<file path="src/dgg_pkg.sv">
package dgg_pkg;

	// payload widths
	localparam int CORE_W  = 6;
	localparam int USAGE_W = 15;
	localparam int FREQ_W  = 24;
	localparam int MASK_W  = 64;

	// configuration port
	localparam int CFG_ADDR_W = 3;
	localparam int CFG_DATA_W = 64;

	localparam logic [CFG_ADDR_W-1:0] REG_GROUP_MASK = 3'd0;
	localparam logic [CFG_ADDR_W-1:0] REG_BASE_FREQ  = 3'd1;
	localparam logic [CFG_ADDR_W-1:0] REG_TOP_FREQ   = 3'd2;
	localparam logic [CFG_ADDR_W-1:0] REG_UP_USAGE   = 3'd3;
	localparam logic [CFG_ADDR_W-1:0] REG_DOWN_USAGE = 3'd4;

	// register reset values
	localparam logic [MASK_W-1:0]  RST_GROUP_MASK = 64'd1;
	localparam logic [FREQ_W-1:0]  RST_BASE_FREQ  = 24'd800000;
	localparam logic [FREQ_W-1:0]  RST_TOP_FREQ   = 24'd3000000;
	localparam logic [USAGE_W-1:0] RST_UP_USAGE   = 15'd12800;
	localparam logic [USAGE_W-1:0] RST_DOWN_USAGE = 15'd12800;

	// frequency ladder
	localparam int LADDER_DEPTH = 22;
	localparam int GRADE_W      = $clog2(LADDER_DEPTH);
	localparam int CNT_W        = $clog2(LADDER_DEPTH + 1);
	localparam logic [GRADE_W-1:0] TOP_RUNG = GRADE_W'(LADDER_DEPTH - 1);

	// step = range / 20, done as (range >> 2) / 5 with a reciprocal of 2^20 / 5
	localparam int QUOT_W      = FREQ_W - 2;
	localparam int RECIP_W     = 18;
	localparam int RECIP_SHIFT = 20;
	localparam int STEP_W      = 20;
	localparam int PROD_W      = QUOT_W + RECIP_W;
	localparam logic [RECIP_W-1:0] DIV5_RECIP = 18'd209715;
	localparam logic [QUOT_W-1:0]  FIVE       = 22'd5;
	localparam logic [STEP_W-1:0]  MIN_STEP   = 20'd50000;

	// usage in 1/256 percent
	localparam logic [USAGE_W-1:0] FULL_USAGE = 15'd25600;
	localparam logic [USAGE_W-1:0] HALF_USAGE = 15'd12800;

	// threshold rung count compares k*A against D*n
	localparam int ACC_W = USAGE_W + GRADE_W;

	typedef enum logic [1:0] {
		DIR_NONE = 2'd0,
		DIR_UP   = 2'd1,
		DIR_DOWN = 2'd2
	} dir_t;

	typedef struct packed {
		logic build_diff;
		logic build_div;
		logic build_corr;
		logic build_rung;
		logic take;
		logic setup;
		logic count;
		logic apply;
		logic emit;
	} dgg_cmd_t;

	typedef struct packed {
		logic rung_done;
		logic top_zero;
		logic no_move;
		logic count_done;
		logic has_result;
		logic out_free;
	} dgg_sts_t;

endpackage

</file>
<file path="src/dgg_ram.sv">
module dgg_ram #(
	parameter int WIDTH = 8,
	parameter int DEPTH = 16
) (
	input  logic                     clk,
	input  logic                     we,
	input  logic [$clog2(DEPTH)-1:0] waddr,
	input  logic [WIDTH-1:0]         wdata,
	input  logic [$clog2(DEPTH)-1:0] raddr,
	output logic [WIDTH-1:0]         rdata
);

	logic [WIDTH-1:0] mem_q [DEPTH];

	always_ff @(posedge clk) begin
		if (we) begin
			mem_q[waddr] <= wdata;
		end
		rdata <= mem_q[raddr];
	end

endmodule

</file>
<file path="src/dgg_ctrl.sv">
module dgg_ctrl (
	input  logic             clk,
	input  logic             arst_n,
	input  logic             cfg_wen,
	input  logic             in_valid,
	input  logic             in_last,
	output logic             in_ready,
	input  dgg_pkg::dgg_sts_t sts,
	output dgg_pkg::dgg_cmd_t cmd
);

	typedef enum logic [9:0] {
		ST_DIFF  = 10'b0000000001,
		ST_DIV   = 10'b0000000010,
		ST_CORR  = 10'b0000000100,
		ST_RUNG  = 10'b0000001000,
		ST_IDLE  = 10'b0000010000,
		ST_SETUP = 10'b0000100000,
		ST_COUNT = 10'b0001000000,
		ST_APPLY = 10'b0010000000,
		ST_READ  = 10'b0100000000,
		ST_EMIT  = 10'b1000000000
	} state_t;

	state_t state_q, state_d;
	logic   take;

	assign in_ready = (state_q == ST_IDLE) && !cfg_wen;
	assign take     = in_ready && in_valid;

	always_comb begin
		cmd            = '0;
		cmd.build_diff = (state_q == ST_DIFF);
		cmd.build_div  = (state_q == ST_DIV);
		cmd.build_corr = (state_q == ST_CORR);
		cmd.build_rung = (state_q == ST_RUNG);
		cmd.take       = take;
		cmd.setup      = (state_q == ST_SETUP);
		cmd.count      = (state_q == ST_COUNT);
		cmd.apply      = (state_q == ST_APPLY);
		cmd.emit       = (state_q == ST_EMIT) && sts.out_free;
	end

	always_comb begin
		state_d = state_q;
		unique case (state_q)
			ST_DIFF:  state_d = ST_DIV;
			ST_DIV:   state_d = ST_CORR;
			ST_CORR:  state_d = ST_RUNG;
			ST_RUNG: begin
				if (sts.rung_done) state_d = ST_IDLE;
			end
			ST_IDLE: begin
				if (take && in_last) state_d = ST_SETUP;
			end
			ST_SETUP: begin
				if (sts.top_zero || sts.no_move) state_d = ST_IDLE;
				else state_d = ST_COUNT;
			end
			ST_COUNT: begin
				if (sts.count_done) state_d = ST_APPLY;
			end
			ST_APPLY: begin
				if (sts.has_result) state_d = ST_READ;
				else state_d = ST_IDLE;
			end
			ST_READ:  state_d = ST_EMIT;
			ST_EMIT: begin
				if (sts.out_free) state_d = ST_IDLE;
			end
			default:  state_d = ST_DIFF;
		endcase
		// any register write rebuilds the ladder
		if (cfg_wen) state_d = ST_DIFF;
	end

	always_ff @(posedge clk or negedge arst_n) begin
		if (!arst_n) begin
			state_q <= ST_DIFF;
		end else begin
			state_q <= state_d;
		end
	end

endmodule

</file>
<file path="src/dgg_dp.sv">
module dgg_dp (
	input  logic                              clk,
	input  logic                              arst_n,
	input  dgg_pkg::dgg_cmd_t                 cmd,
	output dgg_pkg::dgg_sts_t                 sts,
	input  logic                              cfg_wen,
	input  logic [dgg_pkg::CFG_ADDR_W-1:0]    cfg_addr,
	input  logic [dgg_pkg::CFG_DATA_W-1:0]    cfg_wdata,
	input  logic [dgg_pkg::CORE_W-1:0]        in_core,
	input  logic [dgg_pkg::USAGE_W-1:0]       in_usage,
	input  logic                              in_last,
	output logic                              out_valid,
	input  logic                              out_ready,
	output logic [dgg_pkg::FREQ_W-1:0]        out_freq,
	output logic [dgg_pkg::GRADE_W-1:0]       out_grade
);

	// configuration registers
	logic [dgg_pkg::MASK_W-1:0]  mask_q;
	logic [dgg_pkg::FREQ_W-1:0]  base_q, top_q;
	logic [dgg_pkg::USAGE_W-1:0] up_q, down_q;

	// ladder build
	logic [dgg_pkg::FREQ_W-1:0]  diff_q;
	logic [dgg_pkg::USAGE_W-1:0] upv_q, dnv_q;
	logic [dgg_pkg::PROD_W-1:0]  recip_q;
	logic [dgg_pkg::STEP_W-1:0]  step_q;
	logic [dgg_pkg::FREQ_W:0]    rung_f_q;
	logic [dgg_pkg::GRADE_W-1:0] top_grade_q;

	// decision
	logic [dgg_pkg::USAGE_W-1:0] max_q, mx_q, a_q;
	logic [dgg_pkg::ACC_W-1:0]   dn_q, acc_q;
	logic [dgg_pkg::GRADE_W-1:0] k_q, grade_q;
	logic [dgg_pkg::CNT_W-1:0]   cnt_q;
	logic                        up_mode_q;
	dgg_pkg::dir_t               dir_q;

	// output register
	logic                        out_valid_q;
	logic [dgg_pkg::FREQ_W-1:0]  out_freq_q;
	logic [dgg_pkg::GRADE_W-1:0] out_grade_q;

	logic [dgg_pkg::USAGE_W-1:0] up_eff, dn_eff, new_max, d_val;
	logic [dgg_pkg::STEP_W-1:0]  q0, q_fix;
	logic [dgg_pkg::QUOT_W-1:0]  rem;
	logic                        rung_go, go_up, go_dn, move_up, move_dn;
	logic [dgg_pkg::ACC_W-1:0]   d_times_n;
	logic [dgg_pkg::CNT_W:0]     up_sum, top_ext, cnt_ext, grade_ext;
	logic [dgg_pkg::GRADE_W-1:0] up_grade, dn_grade;
	logic [dgg_pkg::FREQ_W-1:0]  rung_wdata, ram_rdata;

	// effective thresholds
	always_comb begin
		if (up_q == '0 || up_q > dgg_pkg::FULL_USAGE) up_eff = dgg_pkg::HALF_USAGE;
		else up_eff = up_q;
		if (down_q == '0 || down_q > up_eff) begin
			dn_eff = (up_eff < dgg_pkg::HALF_USAGE) ? up_eff : dgg_pkg::HALF_USAGE;
		end else begin
			dn_eff = down_q;
		end
	end

	// range / 20 with a one-step correction
	assign q0    = recip_q[dgg_pkg::RECIP_SHIFT +: dgg_pkg::STEP_W];
	assign rem   = diff_q[dgg_pkg::FREQ_W-1:2]
		- (dgg_pkg::QUOT_W'({q0, 2'b00}) + dgg_pkg::QUOT_W'(q0));
	assign q_fix = q0 + dgg_pkg::STEP_W'(rem >= dgg_pkg::FIVE);

	assign rung_go    = (rung_f_q < {1'b0, top_q}) && (top_grade_q < dgg_pkg::TOP_RUNG);
	assign rung_wdata = rung_go ? rung_f_q[dgg_pkg::FREQ_W-1:0] : top_q;

	// running maximum over samples of the group
	assign new_max = (mask_q[in_core] && in_usage > max_q) ? in_usage : max_q;

	// decision mode
	assign go_up     = (dir_q != dgg_pkg::DIR_UP) && (mx_q > upv_q);
	assign go_dn     = !go_up && (dir_q != dgg_pkg::DIR_DOWN) && (mx_q < dnv_q);
	assign d_val     = go_up ? (mx_q - upv_q) : (dnv_q - mx_q);
	assign d_times_n = dgg_pkg::ACC_W'(d_val) * dgg_pkg::ACC_W'(top_grade_q);

	// grade update
	assign grade_ext = (dgg_pkg::CNT_W+1)'(grade_q);
	assign cnt_ext   = (dgg_pkg::CNT_W+1)'(cnt_q);
	assign top_ext   = (dgg_pkg::CNT_W+1)'(top_grade_q);
	assign up_sum    = grade_ext + cnt_ext;
	assign up_grade  = (up_sum > top_ext) ? top_grade_q : dgg_pkg::GRADE_W'(up_sum);
	assign dn_grade  = (cnt_ext >= grade_ext) ? '0 : grade_q - dgg_pkg::GRADE_W'(cnt_q);
	assign move_up   = up_mode_q && (cnt_q != '0) && (grade_q < top_grade_q);
	assign move_dn   = !up_mode_q && (cnt_q != '0) && (grade_q != '0);

	always_comb begin
		sts            = '0;
		sts.rung_done  = !rung_go;
		sts.top_zero   = (top_grade_q == '0);
		sts.no_move    = !go_up && !go_dn;
		sts.count_done = (k_q == top_grade_q);
		sts.has_result = move_up || move_dn || (dir_q != dgg_pkg::DIR_NONE);
		sts.out_free   = !out_valid_q || out_ready;
	end

	dgg_ram #(
		.WIDTH(dgg_pkg::FREQ_W),
		.DEPTH(dgg_pkg::LADDER_DEPTH)
	) u_freq_ladder (
		.clk  (clk),
		.we   (cmd.build_rung),
		.waddr(top_grade_q),
		.wdata(rung_wdata),
		.raddr(grade_q),
		.rdata(ram_rdata)
	);

	// configuration registers
	always_ff @(posedge clk or negedge arst_n) begin
		if (!arst_n) begin
			mask_q <= dgg_pkg::RST_GROUP_MASK;
			base_q <= dgg_pkg::RST_BASE_FREQ;
			top_q  <= dgg_pkg::RST_TOP_FREQ;
			up_q   <= dgg_pkg::RST_UP_USAGE;
			down_q <= dgg_pkg::RST_DOWN_USAGE;
		end else if (cfg_wen) begin
			unique case (cfg_addr)
				dgg_pkg::REG_GROUP_MASK: mask_q <= cfg_wdata;
				dgg_pkg::REG_BASE_FREQ:  base_q <= cfg_wdata[dgg_pkg::FREQ_W-1:0];
				dgg_pkg::REG_TOP_FREQ:   top_q  <= cfg_wdata[dgg_pkg::FREQ_W-1:0];
				dgg_pkg::REG_UP_USAGE:   up_q   <= cfg_wdata[dgg_pkg::USAGE_W-1:0];
				dgg_pkg::REG_DOWN_USAGE: down_q <= cfg_wdata[dgg_pkg::USAGE_W-1:0];
				default: ;
			endcase
		end
	end

	// ladder build datapath
	always_ff @(posedge clk) begin
		if (cmd.build_diff) begin
			diff_q <= (top_q > base_q) ? (top_q - base_q) : '0;
			upv_q  <= up_eff;
			dnv_q  <= dn_eff;
		end
		if (cmd.build_div) begin
			recip_q <= dgg_pkg::PROD_W'(diff_q[dgg_pkg::FREQ_W-1:2])
				* dgg_pkg::PROD_W'(dgg_pkg::DIV5_RECIP);
		end
		if (cmd.build_corr) begin
			step_q   <= (q_fix < dgg_pkg::MIN_STEP) ? dgg_pkg::MIN_STEP : q_fix;
			rung_f_q <= {1'b0, base_q};
		end else if (cmd.build_rung && rung_go) begin
			rung_f_q <= rung_f_q + (dgg_pkg::FREQ_W+1)'(step_q);
		end
	end

	always_ff @(posedge clk or negedge arst_n) begin
		if (!arst_n) begin
			top_grade_q <= '0;
		end else if (cmd.build_corr) begin
			top_grade_q <= '0;
		end else if (cmd.build_rung && rung_go) begin
			top_grade_q <= top_grade_q + dgg_pkg::GRADE_W'(1);
		end
	end

	// rung count loop
	always_ff @(posedge clk) begin
		if (cmd.setup) begin
			up_mode_q <= go_up;
			a_q       <= go_up ? (dgg_pkg::FULL_USAGE - upv_q) : dnv_q;
			dn_q      <= d_times_n;
			acc_q     <= '0;
			k_q       <= '0;
			cnt_q     <= '0;
		end else if (cmd.count) begin
			if (acc_q < dn_q) cnt_q <= cnt_q + dgg_pkg::CNT_W'(1);
			acc_q <= acc_q + dgg_pkg::ACC_W'(a_q);
			k_q   <= k_q + dgg_pkg::GRADE_W'(1);
		end
	end

	always_ff @(posedge clk) begin
		if (cmd.take && in_last) mx_q <= new_max;
	end

	always_ff @(posedge clk or negedge arst_n) begin
		if (!arst_n) begin
			max_q   <= '0;
			grade_q <= '0;
			dir_q   <= dgg_pkg::DIR_NONE;
		end else begin
			if (cmd.take) max_q <= in_last ? '0 : new_max;
			if (cmd.setup && !sts.top_zero && sts.no_move) dir_q <= dgg_pkg::DIR_NONE;
			if (cmd.apply) begin
				if (move_up) begin
					grade_q <= up_grade;
					dir_q   <= dgg_pkg::DIR_UP;
				end else if (move_dn) begin
					grade_q <= dn_grade;
					dir_q   <= dgg_pkg::DIR_DOWN;
				end
			end
		end
	end

	// result register
	always_ff @(posedge clk or negedge arst_n) begin
		if (!arst_n) begin
			out_valid_q <= 1'b0;
		end else if (cmd.emit) begin
			out_valid_q <= 1'b1;
		end else if (out_ready) begin
			out_valid_q <= 1'b0;
		end
	end

	always_ff @(posedge clk) begin
		if (cmd.emit) begin
			out_freq_q  <= ram_rdata;
			out_grade_q <= grade_q;
		end
	end

	assign out_valid = out_valid_q;
	assign out_freq  = out_freq_q;
	assign out_grade = out_grade_q;

endmodule

</file>
<file path="src/dvfs_grade_governor_unit.sv">
// channel    | direction | handshake                    | payload
// -----------+-----------+------------------------------+--------------------------------
// s_axis     | in        | s_axis_tvalid, s_axis_tready | tdata: core_index, usage; tlast
// m_axis     | out       | m_axis_tvalid, m_axis_tready | tdata: freq_cap_khz, grade_index
// cfg        | in        | cfg_wen (no wait)            | cfg_addr, cfg_wdata
//
// a sample without tlast is taken and intake stays open; a sample with tlast runs the decision
// sequencer (setup, rung count loop, apply, read, emit), the rung count loop testing the rungs in turn
// after reset and after each register write the frequency ladder is rebuilt rung by
// rung into the ladder memory, with s_axis_tready low
// the result register lets the last result wait while new samples are taken; a
// decision that has a result waits for the result register to free up
module dvfs_grade_governor_unit (
	input  logic                           clk,
	input  logic                           arst_n,
	// register write port
	input  logic                           cfg_wen,
	input  logic [dgg_pkg::CFG_ADDR_W-1:0] cfg_addr,
	input  logic [dgg_pkg::CFG_DATA_W-1:0] cfg_wdata,
	// usage samples
	input  logic                           s_axis_tvalid,
	output logic                           s_axis_tready,
	input  logic [23:0]                    s_axis_tdata,  // [5:0] core_index, [20:6] usage
	input  logic                           s_axis_tlast,
	// frequency cap results
	output logic                           m_axis_tvalid,
	input  logic                           m_axis_tready,
	output logic [31:0]                    m_axis_tdata   // [23:0] freq_cap_khz, [28:24] grade_index
);

	dgg_pkg::dgg_cmd_t cmd;
	dgg_pkg::dgg_sts_t sts;

	logic [dgg_pkg::FREQ_W-1:0]  freq_cap_khz;
	logic [dgg_pkg::GRADE_W-1:0] grade_index;

	// sequencer: ladder rebuild, sample intake, decision steps
	dgg_ctrl u_ctrl (
		.clk     (clk),
		.arst_n  (arst_n),
		.cfg_wen (cfg_wen),
		.in_valid(s_axis_tvalid),
		.in_last (s_axis_tlast),
		.in_ready(s_axis_tready),
		.sts     (sts),
		.cmd     (cmd)
	);

	// registers, ladder memory, period maximum, grade and result register
	dgg_dp u_dp (
		.clk      (clk),
		.arst_n   (arst_n),
		.cmd      (cmd),
		.sts      (sts),
		.cfg_wen  (cfg_wen),
		.cfg_addr (cfg_addr),
		.cfg_wdata(cfg_wdata),
		.in_core  (s_axis_tdata[5:0]),
		.in_usage (s_axis_tdata[20:6]),
		.in_last  (s_axis_tlast),
		.out_valid(m_axis_tvalid),
		.out_ready(m_axis_tready),
		.out_freq (freq_cap_khz),
		.out_grade(grade_index)
	);

	// pack result, spare bits zero
	assign m_axis_tdata = {3'b000, grade_index, freq_cap_khz};

	// a register write always restarts the ladder build
	a_cfg_rebuild: assert property (@(posedge clk) disable iff (!arst_n)
		cfg_wen |=> !s_axis_tready)
		else $error("sample intake open right after a register write");

	// a new result only appears after the load step
	a_result_load: assert property (@(posedge clk) disable iff (!arst_n)
		$rose(m_axis_tvalid) |-> $past(cmd.emit))
		else $error("result appeared without a load");

	// reported grade stays on the ladder
	a_grade_range: assert property (@(posedge clk) disable iff (!arst_n)
		m_axis_tvalid |-> (grade_index <= dgg_pkg::TOP_RUNG))
		else $error("grade beyond the top rung");

	// no sample is taken during the rung count loop or the apply step
	a_no_take_busy: assert property (@(posedge clk) disable iff (!arst_n)
		(cmd.count || cmd.apply) |-> !s_axis_tready)
		else $error("sample taken during a decision");

endmodule
</file>
<file path="config.mk">
export PLATFORM = sky130hd
export DESIGN_NAME = dvfs_grade_governor_unit
export DESIGN_NICKNAME = d
export VERILOG_FILES = /design/src/dgg_pkg.sv /design/src/dgg_ram.sv /design/src/dgg_ctrl.sv /design/src/dgg_dp.sv /design/src/dvfs_grade_governor_unit.sv
export SDC_FILE = /design/constraint.sdc
export NUM_CORES = 2
export LEC_CHECK = 0
export BUFFER_PORTS_ARGS = -buffer_cell sky130_fd_sc_hd__buf_2
export CORE_UTILIZATION = 39
export CTS_CLUSTER_SIZE = 28
export DETAILED_ROUTE_END_ITERATION = 16
export PLACE_DENSITY_LB_ADDON = 0.12
export SLEW_MARGIN = 20
export SYNTH_ARGS = -nofsm -noshare
export SYNTH_HDL_FRONTEND = slang
export SYNTH_SLANG_ARGS = --single-unit
</file>
<file path="constraint.sdc">
create_clock -name clk -period 15.6 [get_ports clk]
set_input_delay 3.12 -clock clk [delete_from_list [all_inputs] [get_ports clk]]
set_output_delay 3.12 -clock clk [all_outputs]
set_load 0.03 [all_outputs]
</file>
==> flow_metrics.env <==
export IMPL_num_io_pins=131
export IMPL_hpwl_microns=95600
export IMPL_netlist_area_sq_um=54000
export IMPL_area_growth_pct=12.8
export IMPL_layout_drive_gt1_share_pct=16.3
export IMPL_finalWorstPathRequiredPeriod_ns=7.60
export IMPL_cpMaxStageDelayCell="o41ai_1"
export IMPL_startpoint_type="flop"
export IMPL_clock_path_buffers=3
export IMPL_cp_top_family="compound AO/OA/AOI/OAI gates"
export IMPL_initial_core_util_pct=39.3
export IMPL_drcViolationCount=0
export IMPL_drtIter0Drc=1975
export IMPL_grt_pass1_vias=33583
export IMPL_critPathMaxStageDelay_ns=0.59
export IMPL_htreeDepth=3
export IMPL_fp_coreArea_sq_um=137000
export IMPL_required_ns=16.08
export IMPL_synth_main_ff_cell="edfxtp_1"
export IMPL_antenna_found_initial=11
export IMPL_post_cts_resize_count=0
export IMPL_die_width_microns=374
export IMPL_layout_commonest_cell="edfxtp_1"
export IMPL_rows=136
export IMPL_wl_per_cell_microns=21.4
export IMPL_place_inst=6060
export IMPL_dr_pass1_iters=5
export IMPL_setup_viol=0
export IMPL_fin_setup_tns_ns=0
export IMPL_synth_edf_count=724
export IMPL_outcome="finished clean"
export IMPL_final_area_sq_um=60900
export IMPL_relSlewSlack_pct=25.4
export IMPL_cp_data_arrival_time_ns=8.08
export IMPL_hold_class="reg2reg"
export IMPL_path_buf_inv=3
export IMPL_period_share_pct=48.7
export IMPL_critPathCaptureType="flop"
export IMPL_dpl_instance_area_sq_um=57200
export IMPL_clock_latency_ns=0.74
export IMPL_cp_startpoint="u_dp.upv_q[1]"
export IMPL_r2r_setup_slack_ns=8.00
export IMPL_fmax_mhz=132
export IMPL_clockRootBuffer="clkbuf_16"
export IMPL_place_congestion=0.853
export IMPL_grt_met1_usage_pct=26.6
export IMPL_dieHeight_microns=374
export IMPL_worst_slew_pin_slew_ns=1.12
export IMPL_vias=32517
export IMPL_fillCellCount=12627
export IMPL_cp_endpoint="u_dp.dn_q[19]"
export IMPL_multi_input_area_sq_um=24400
export IMPL_antenna_left=0
export IMPL_synth_area_per_cell_sq_um=12.9
export IMPL_final_hold_violation_count=0
export IMPL_grt_overflow=0
export IMPL_maxSlewViolCount=0
export IMPL_maxCapViolCount=0
export IMPL_worst_path_stages=26
export IMPL_mostFrequentLayoutCells="edfxtp_1, inv_1, ha_1, nand2_1, fa_1"
export IMPL_numCtsBuffers=105
export IMPL_clk_pin_slew_ns=0.06
export IMPL_fin_skew_ns=0.0577
export IMPL_post_cts_setup_buffers=0
export IMPL_layout_nets=5080
export IMPL_gr_usage_met2_pct=32.2
export IMPL_cp_max_fo=49
export IMPL_via_per_inst=5.19
export IMPL_synth_warnings=0
export IMPL_rr_endpoint="u_dp.dn_q[19]"
export IMPL_rr_worst_depth=26
export IMPL_cts_tree="yes"
export IMPL_synth_seq_cells=959
export IMPL_cts_sinks=959
export IMPL_use_met3_pct=2.66
export IMPL_grt_first_pass_wirelength_microns=205000
export IMPL_insertedDiodeCount=0
export IMPL_io_buffers=124
export IMPL_postCtsHoldBufs=0
export IMPL_grt_busiest_layer="met2"
export IMPL_grt_max_degree=80
export IMPL_yosysSeqAreaShare_pct=50.7
export IMPL_cpMostUsedCell="o21ai_0"
export IMPL_grt_use_total_pct=19.4
export IMPL_crit_type="reg2reg"
export IMPL_fin_cells=6261
export IMPL_regArea_sq_um=27400
export IMPL_dieArea_sq_um=140000
export IMPL_r2r_start="u_dp.upv_q[1]"
export IMPL_rsz0062_at_grt="no"
export IMPL_synthCells=4198
export IMPL_routed_wl_microns=134000
export IMPL_synth_cell_type_count=80
export IMPL_ys_async_sr_fraction_pct=18.8
## through the flow
step | util [%] | hold slack [ns] | setup slack [ns]
final | 44.3 | 0.401 | 8.00
after global routing | 44.3 | 0.405 | 7.35
after CTS | 44.3 | 0.397 | 7.91
after detailed placement | 41.6 | 0.389 | 7.91
after global placement | 41.5 | 0.388 | 7.98
after floorplan | - | 0.386 | 8.75
## cell usage after synthesis (32+ instances only)
| master | number | share of area (%) |
|---|---|---|
| xor2_1 | 43 | 0.70 |
| fa_1 | 206 | 7.6 |
| mux4_2 | 165 | 6.9 |
| nor2b_1 | 36 | 0.42 |
| a21oi_1 | 169 | 1.6 |
| mux2_2 | 121 | 2.5 |
| edfxtp_1 | 724 | 40 |
| ha_1 | 403 | 9.3 |
| inv_1 | 515 | 3.6 |
| mux2i_1 | 42 | 0.78 |
| xnor2_1 | 119 | 1.9 |
| clkbuf_1 | 86 | 0.60 |
| a21o_1 | 56 | 0.78 |
| nand2b_1 | 32 | 0.37 |
| dfxtp_1 | 55 | 2.0 |
| and2_1 | 56 | 0.65 |
| o211ai_1 | 37 | 0.51 |
| nand2_1 | 308 | 2.1 |
| o21ai_0 | 205 | 1.9 |
| nand3_1 | 47 | 0.44 |
| nor2_1 | 194 | 1.3 |
| dfrtp_1 | 156 | 7.2 |
| nor3_1 | 60 | 0.56 |
## worst min path at each step
stage               slack [ns]  cells after the start           endpoint                          from
floorplan                 0.39                      0   u_dp.out_freq[0]   u_dp.u_freq_ladder.rdata[0]
global placement          0.39                      0  u_dp.out_freq[10]  u_dp.u_freq_ladder.rdata[10]
detailed placement        0.39                      0  u_dp.out_freq[16]  u_dp.u_freq_ladder.rdata[16]
CTS                       0.40                      0   u_dp.out_freq[6]   u_dp.u_freq_ladder.rdata[6]
global route              0.40                      0   u_dp.out_freq[6]   u_dp.u_freq_ladder.rdata[6]
finish                    0.40                      0  u_dp.out_freq[15]  u_dp.u_freq_ladder.rdata[15]
## cell type report
cell class / instances / share of cell area (%)
well taps: 1794 / 3.69
repair buffers: 188 / 1.98
inverters: 520 / 3.21
clock buffers: 154 / 5.05
flip-flops and latches: 959 / 45.0
multi-input cells: 2600 / 40.1
clock inverters: 46 / 1.01
## routing by layer
metal / share of wire [%] / vias to the layer above
li1: - / 15455
met1: 45 / 16261
met2: 48 / 609
met3: 4.2 / 184
met4: 2.6 / 8
met5: 0.039 / -
## flip-flops by register name, indices dropped and copies added (netlist names), 10 cells and up
signal	cells
u_dp.u_freq_ladder.mem_q	528
u_dp.mask_q	64
u_dp.rung_f_q	25
u_dp.base_q	24
u_dp.out_freq	24
u_dp.top_q	24
u_dp.u_freq_ladder.rdata	24
u_dp.diff_q	22
u_dp.acc_q	20
u_dp.dn_q	20
u_dp.recip_q	20
u_dp.step_q	20
u_dp.a_q	15
u_dp.dnv_q	15
u_dp.down_q	15
u_dp.max_q	15
u_dp.mx_q	15
u_dp.up_q	15
u_dp.upv_q	15
u_ctrl.state_q	10
## worst reg2reg max path: stages (launching register included)
cell,delay (ns)
edfxtp_1,0.45
inv_1,0.16
ha_1,0.26
nor2b_1,0.13
o21ai_0,0.25
a21boi_0,0.16
o21ai_0,0.33
a21oi_1,0.20
a221o_1,0.40
o221ai_4,0.11
buf_4,0.46
mux2i_1,0.53
nand2_1,0.14
fa_1,0.53
fa_1,0.44
fa_1,0.50
inv_1,0.04
ha_1,0.31
a21oi_1,0.21
o21ai_0,0.16
o41ai_1,0.59
o21bai_1,0.22
o21ai_0,0.30
o21a_1,0.21
o21bai_1,0.08
a21oi_1,0.18
xor2_1,0.08
## logic make-up (layout without fill, tap and decap cells)
kind of cell / Yosys count / count (layout) / share of synthesized area [%]
DFF: 959 / 959 / 50.7
and+or+nand+nor: 853 / 853 / 7.47
AOI/OAI and AO/OA: 645 / 645 / 7.49
buffers and inverters: 641 / 908 / 4.54
adders and majority gates: 609 / 609 / 17.0
muxes: 328 / 328 / 10.2
xor gates and xnor gates: 162 / 162 / 2.63
other: 1 / 3 / 0.00695
Power is left out: the tool's default activity adds up to more than one toggle a clock period on the data nets, which glitch-free logic cannot reach.
